--- config.mk ---
export PLATFORM = sky130hd
export DESIGN_NAME = bpfa_ctrl
export DESIGN_NICKNAME = d
export VERILOG_FILES = /design/src/sv/bpfa_pkg.sv /design/src/sv/bpfa_ctrl.sv
export SDC_FILE = /design/constraint.sdc
export NUM_CORES = 1
export LEC_CHECK = 0
export BUFFER_PORTS_ARGS = -buffer_cell sky130_fd_sc_hd__buf_4
export CORE_AREA = 4 4 41 43
export CTS_CLUSTER_SIZE = 28
export DETAILED_ROUTE_END_ITERATION = 8
export DIE_AREA = 0 0 45 47
export GPL_TIMING_DRIVEN = 1
export SYNTH_ARGS = -nofsm -noshare
export SYNTH_HDL_FRONTEND = slang
export SYNTH_SLANG_ARGS = --single-unit
--- constraint.sdc ---
create_clock -name clock -period 1.9 [get_ports clock]
set_input_delay 0.38 -clock clock [delete_from_list [all_inputs] [get_ports clock]]
set_output_delay 0.38 -clock clock [all_outputs]
set_load 0.02 [all_outputs]
--- src/sv/bpfa_pkg.sv ---
// Shared types and codes for the bitmap page-frame allocator.
// Used by bpfa_ctrl, bpfa_dpath and the top level; depends on nothing.
package bpfa_pkg;

   // Request operation codes (req_tuser)
   typedef enum logic [1:0] {
      OPC_ALLOC   = 2'd0,
      OPC_RELEASE = 2'd1,
      OPC_MARK    = 2'd2,
      OPC_INIT    = 2'd3
   } opcode_type;

   // Result status codes (rsp_tuser)
   typedef enum logic [1:0] {
      RSP_DONE         = 2'd0,
      RSP_NO_FREE      = 2'd1,
      RSP_OUT_OF_RANGE = 2'd2,
      RSP_NO_CHANGE    = 2'd3
   } rsp_status_type;

   // Controller states
   typedef enum logic [3:0] {
      ST_CLEAR,
      ST_IDLE,
      ST_SCAN,
      ST_ALLOC_WR,
      ST_RMW_RD,
      ST_RMW_WR,
      ST_NOFREE_RESP,
      ST_RANGE_RESP,
      ST_SWEEP,
      ST_INIT_RESP
   } state_type;

   // Datapath operations, one per cycle
   typedef enum logic [2:0] {
      DP_NONE,
      DP_ACCEPT,
      DP_SCAN_RD,
      DP_WORD_RD,
      DP_ALLOC_COMMIT,
      DP_RMW_COMMIT,
      DP_RESP,
      DP_SWEEP_WR
   } dp_op_type;

   // Controller to datapath
   typedef struct packed {
      dp_op_type      op;
      rsp_status_type status;
   } dp_cmd_type;

   // Datapath to controller
   typedef struct packed {
      logic hit;        // scanned word has a free bit
      logic bit_used;   // addressed page bit in the word just read
      logic out_free;   // result register can take a new result
      logic oor;        // requested page beyond the map
      logic free_zero;  // no free page left
      logic sweep_last; // sweep at the last map word
      logic is_release; // current transaction is a release
   } dp_stat_type;

endpackage

--- src/sv/bpfa_ctrl.sv ---
// Sequencer for the page-frame allocator: one transaction at a time.
// Depends on bpfa_pkg; drives bpfa_dpath through dp_cmd_type.
module bpfa_ctrl
   import bpfa_pkg::*;
(
   input  logic        clock,
   input  logic        reset,
   input  logic        req_tvalid,
   input  logic [1:0]  req_opcode,
   output logic        req_tready,
   input  dp_stat_type stat,
   output dp_cmd_type  cmd
);

   state_type      state_ff, state_in;
   opcode_type     opc;
   rsp_status_type rmw_status;

   assign opc = opcode_type'(req_opcode);

   // Release frees a used page, mark uses a free page; otherwise no change
   always_comb begin
      if (stat.is_release) begin
         rmw_status = stat.bit_used ? RSP_DONE : RSP_NO_CHANGE;
      end else begin
         rmw_status = stat.bit_used ? RSP_NO_CHANGE : RSP_DONE;
      end
   end

   // Next state
   always_comb begin
      state_in = state_ff;
      unique case (state_ff)
         ST_CLEAR: begin
            if (stat.sweep_last) state_in = ST_IDLE;
         end
         ST_IDLE: begin
            if (req_tvalid) begin
               unique case (opc)
                  OPC_ALLOC:   state_in = stat.free_zero ? ST_NOFREE_RESP : ST_SCAN;
                  OPC_RELEASE,
                  OPC_MARK:    state_in = stat.oor ? ST_RANGE_RESP : ST_RMW_RD;
                  OPC_INIT:    state_in = ST_SWEEP;
                  default:     state_in = ST_IDLE;
               endcase
            end
         end
         ST_SCAN: begin
            if (stat.hit) state_in = ST_ALLOC_WR;
         end
         ST_ALLOC_WR,
         ST_RMW_WR,
         ST_NOFREE_RESP,
         ST_RANGE_RESP,
         ST_INIT_RESP: begin
            if (stat.out_free) state_in = ST_IDLE;
         end
         ST_RMW_RD: state_in = ST_RMW_WR;
         ST_SWEEP: begin
            if (stat.sweep_last) state_in = ST_INIT_RESP;
         end
         default: state_in = ST_IDLE;
      endcase
   end

   // Outputs
   always_comb begin
      cmd.op     = DP_NONE;
      cmd.status = RSP_DONE;
      req_tready = 1'b0;
      unique case (state_ff)
         ST_CLEAR: cmd.op = DP_SWEEP_WR;
         ST_IDLE: begin
            req_tready = 1'b1;
            if (req_tvalid) cmd.op = DP_ACCEPT;
         end
         ST_SCAN: begin
            if (!stat.hit) cmd.op = DP_SCAN_RD;
         end
         ST_ALLOC_WR: begin
            if (stat.out_free) cmd.op = DP_ALLOC_COMMIT;
         end
         ST_RMW_RD: cmd.op = DP_WORD_RD;
         ST_RMW_WR: begin
            cmd.status = rmw_status;
            if (stat.out_free) cmd.op = DP_RMW_COMMIT;
         end
         ST_NOFREE_RESP: begin
            cmd.status = RSP_NO_FREE;
            if (stat.out_free) cmd.op = DP_RESP;
         end
         ST_RANGE_RESP: begin
            cmd.status = RSP_OUT_OF_RANGE;
            if (stat.out_free) cmd.op = DP_RESP;
         end
         ST_SWEEP: cmd.op = DP_SWEEP_WR;
         ST_INIT_RESP: begin
            if (stat.out_free) cmd.op = DP_RESP;
         end
         default: cmd.op = DP_NONE;
      endcase
   end

   always_ff @(posedge clock) begin
      if (reset) begin
         state_ff <= ST_CLEAR;
      end else begin
         state_ff <= state_in;
      end
   end

endmodule

==> flow_summary.ini <==
[run_status]
status = finished, final reports clean

[yosys]
synth.avg_cell_area_um2 = 7.56
syn_nets = 80
yosysWarnings = 0
syn_inst = 66
netlist_area_um2 = 499
synth_edf_count = 0
ys_async_sr_fraction_pct = 0
synthFlopType = dfxtp_1
synthDistinctLibCells = 33
ys_seq_area_share_pct = 16.0
ys_ff_latch = 4

[placed_design]
gp_congestion = 0.746
dp_hpwl_um = 891
post-place-ws_ps = 221
dp.cells = 94
place_area_um2 = 621
port_buffers = 17

[layout]
multi_input_comb_area_um2 = 368
final_cells = 97
n_antenna_cell = 0
largestRegisters = state_ff: 4 flops
largest_reg_flops = 4
final_area_um2 = 647
fillCellCount = 139
regArea_um2 = 83.8
fin_nets = 98
syn2layout_area_growth_pct = 29.6
top_register = state_ff
drive_gt1_share_pct = 34.1

[timing]
post-route-min-period_ps = 1740
tightest_slew_ps = 317
skew_ps = 5.57
maxSlewHeadroom_pct = 78.3
setup_violations = 0
fmax_ghz = 0.575
timing_hold_violations_final = 0
timing.final.crit_share_pct = 91.6
fin_setup_tns_ps = 0
rsz0062_at_grt = no
maxSlewViolCount = 0
setup_ws_ps = 160

[run]
drv_cap = 0

[setup_path]
path_cells = inv_1 > mux2i_1 > o32ai_1 > buf_4
rr_endpoint = state_ff[0]
r2r_start = state_ff[2]
crit_fanout = 11
cp.arrival_ps = 1360
reg2reg_depth = 4
cp_slowest_cell = dfxtp_1
cpPeakStageDelay_ps = 490
ff2ff_setup_slack_ps = 410
crit_required_ps = 1520
path_class = register to output pin
crit_start = state_ff[3]
crit_path_end_kind = output pin
start_kind = register

[global_routing]
track_usage_pct = 12.6
grt_max_degree = 16
grt_antenna_before_repair = 0
grt_pass1_wl_mm = 1.97
grt_pass1_vias = 449
overflow = 0

[pwr]
leakagePower_nw = 0.275
ir_drop_mv = 0.485
power_density_nw_per_um2 = 1120
power.total_w = 0.000728

[die]
core_area_um2 = 1300
dieArea_um2 = 2120
die_h_um = 47
initial_core_util_pct = 38.4
num_rows = 13
die_w_um = 45
ios = 18

[min_path]
hold_depth = 3
hp-start = stat[4]
min_path_type = input pin to register
holdPathEnd = state_ff[2]

[clocking]
clockRootBuffer = clkbuf_4
hold_buffers = 0
cts_setup_buffers = 0
clk_latency_ps = 230
cts_sinks = 4
clockBufferDepth = 2
clk_pin_slew_ps = 30
cts_made_buffers = 3
cts_tree = done
h-tree-depth = 1

[routing]
drt_iter0_markers = 13
num_vias = 535
dr.pass1.iters = 4
wl_per_cell_um = 12.2
finalWirelength_mm = 1.19
drc = 0
vias_per_cell = 5.52
ant_nets = 0
-- layer usage --
metal  vias to the layer above  global-route usage (%)  share of wire [%]
met2                        19                    18.6                 44
met3                         4                    3.83                8.7
met1                       238                    17.8                 47
li1                        274                       -                  -
met4                         0                    3.51               0.67
met5                         -                       0                  0
-- cells in the final DEF (no fill, tap or decap), types with 3 or more instances in the layout --
cell type	synthesis	routed
dfxtp_2	0	3
clkbuf_4	0	3
nor3_1	3	3
a21oi_1	6	6
nand2b_1	3	3
buf_4	1	18
o21ai_0	5	5
inv_1	5	5
nor2_1	5	5
-- cells by family (layout without fill, tap and decap cells) --
logic type / Yosys count / in the layout / share of synthesized area (%)
AOI/OAI and AO/OA: 19 / 19 / 25.8
xor gates and xnor gates: 1 / 1 / 1.75
adders and majority gates: 3 / 3 / 7.27
buffers and inverters: 10 / 26 / 10.3
DFF: 4 / 4 / 16.0
muxes: 4 / 4 / 8.52
and+or+nand+nor: 25 / 25 / 30.3
-- area by class of cell --
class | count | area share (%)
Clock buffer | 3 | 3.48
Timing Repair Buffer | 18 | 20.9
Sequential cell | 4 | 13.0
Inverter | 5 | 2.90
Multi-Input combinational cell | 52 | 56.9
Tap cell | 15 | 2.90
-- worst max-delay path: cells and delay by family, from the launching register on --
kind	cells	cell delay [ps]
flops	1	490
mux	1	150
buf+inv	2	380
compound gates	1	120
-- metrics by stage --
stage | utilization [%] | hold slack [ps]
final | 49.7 | 498
after global routing | 49.7 | 529
after CTS | 49.5 | 496
after detailed placement | 47.7 | 644
after global placement | 47.7 | 662
after floorplan | - | 563
-- cell usage after synthesis (2+ instances only) --
master	number	area, um2
a21oi_1	6	30.0
inv_1	5	18.8
nor2_1	5	18.8
o21ai_0	5	25.0
dfxtp_1	4	80.1
nand2b_1	3	18.8
nor3_1	3	15.0
buf_2	2	10.0
ha_1	2	25.0
mux2_1	2	22.5
mux2i_1	2	20.0
nand2_1	2	7.51
nand3_1	2	10.0
nand3b_1	2	15.0
nor2b_1	2	12.5
nor4b_1	2	17.5
-- power by group --
part / switching, W / internal [W]
logic: 0.000224 / 0.000215
clock network: 0.0000331 / 0.0000705
registers: 0.0000719 / 0.000113
total: 0.000329 / 0.000398
-- how the worst max path moves through the flow --
stage | cells after the start | endpoint | slack (ps)
after floorplan | 4 | cmd[3] | 320
after global placement | 4 | state_ff[0] | 210
after detailed placement | 4 | state_ff[0] | 220
after CTS | 4 | cmd[4] | 40
after global routing | 4 | cmd[4] | 20
final | 4 | cmd[4] | 160
-- repair_timing --
item | CTS | global route
resized for setup | 1 | 2
setup endpoints to repair | 1 | 2
endpoints found under the hold margin | 0 | 0
gates cloned | 0 | 0
Note: power is estimated with default switching activity, not from simulation.
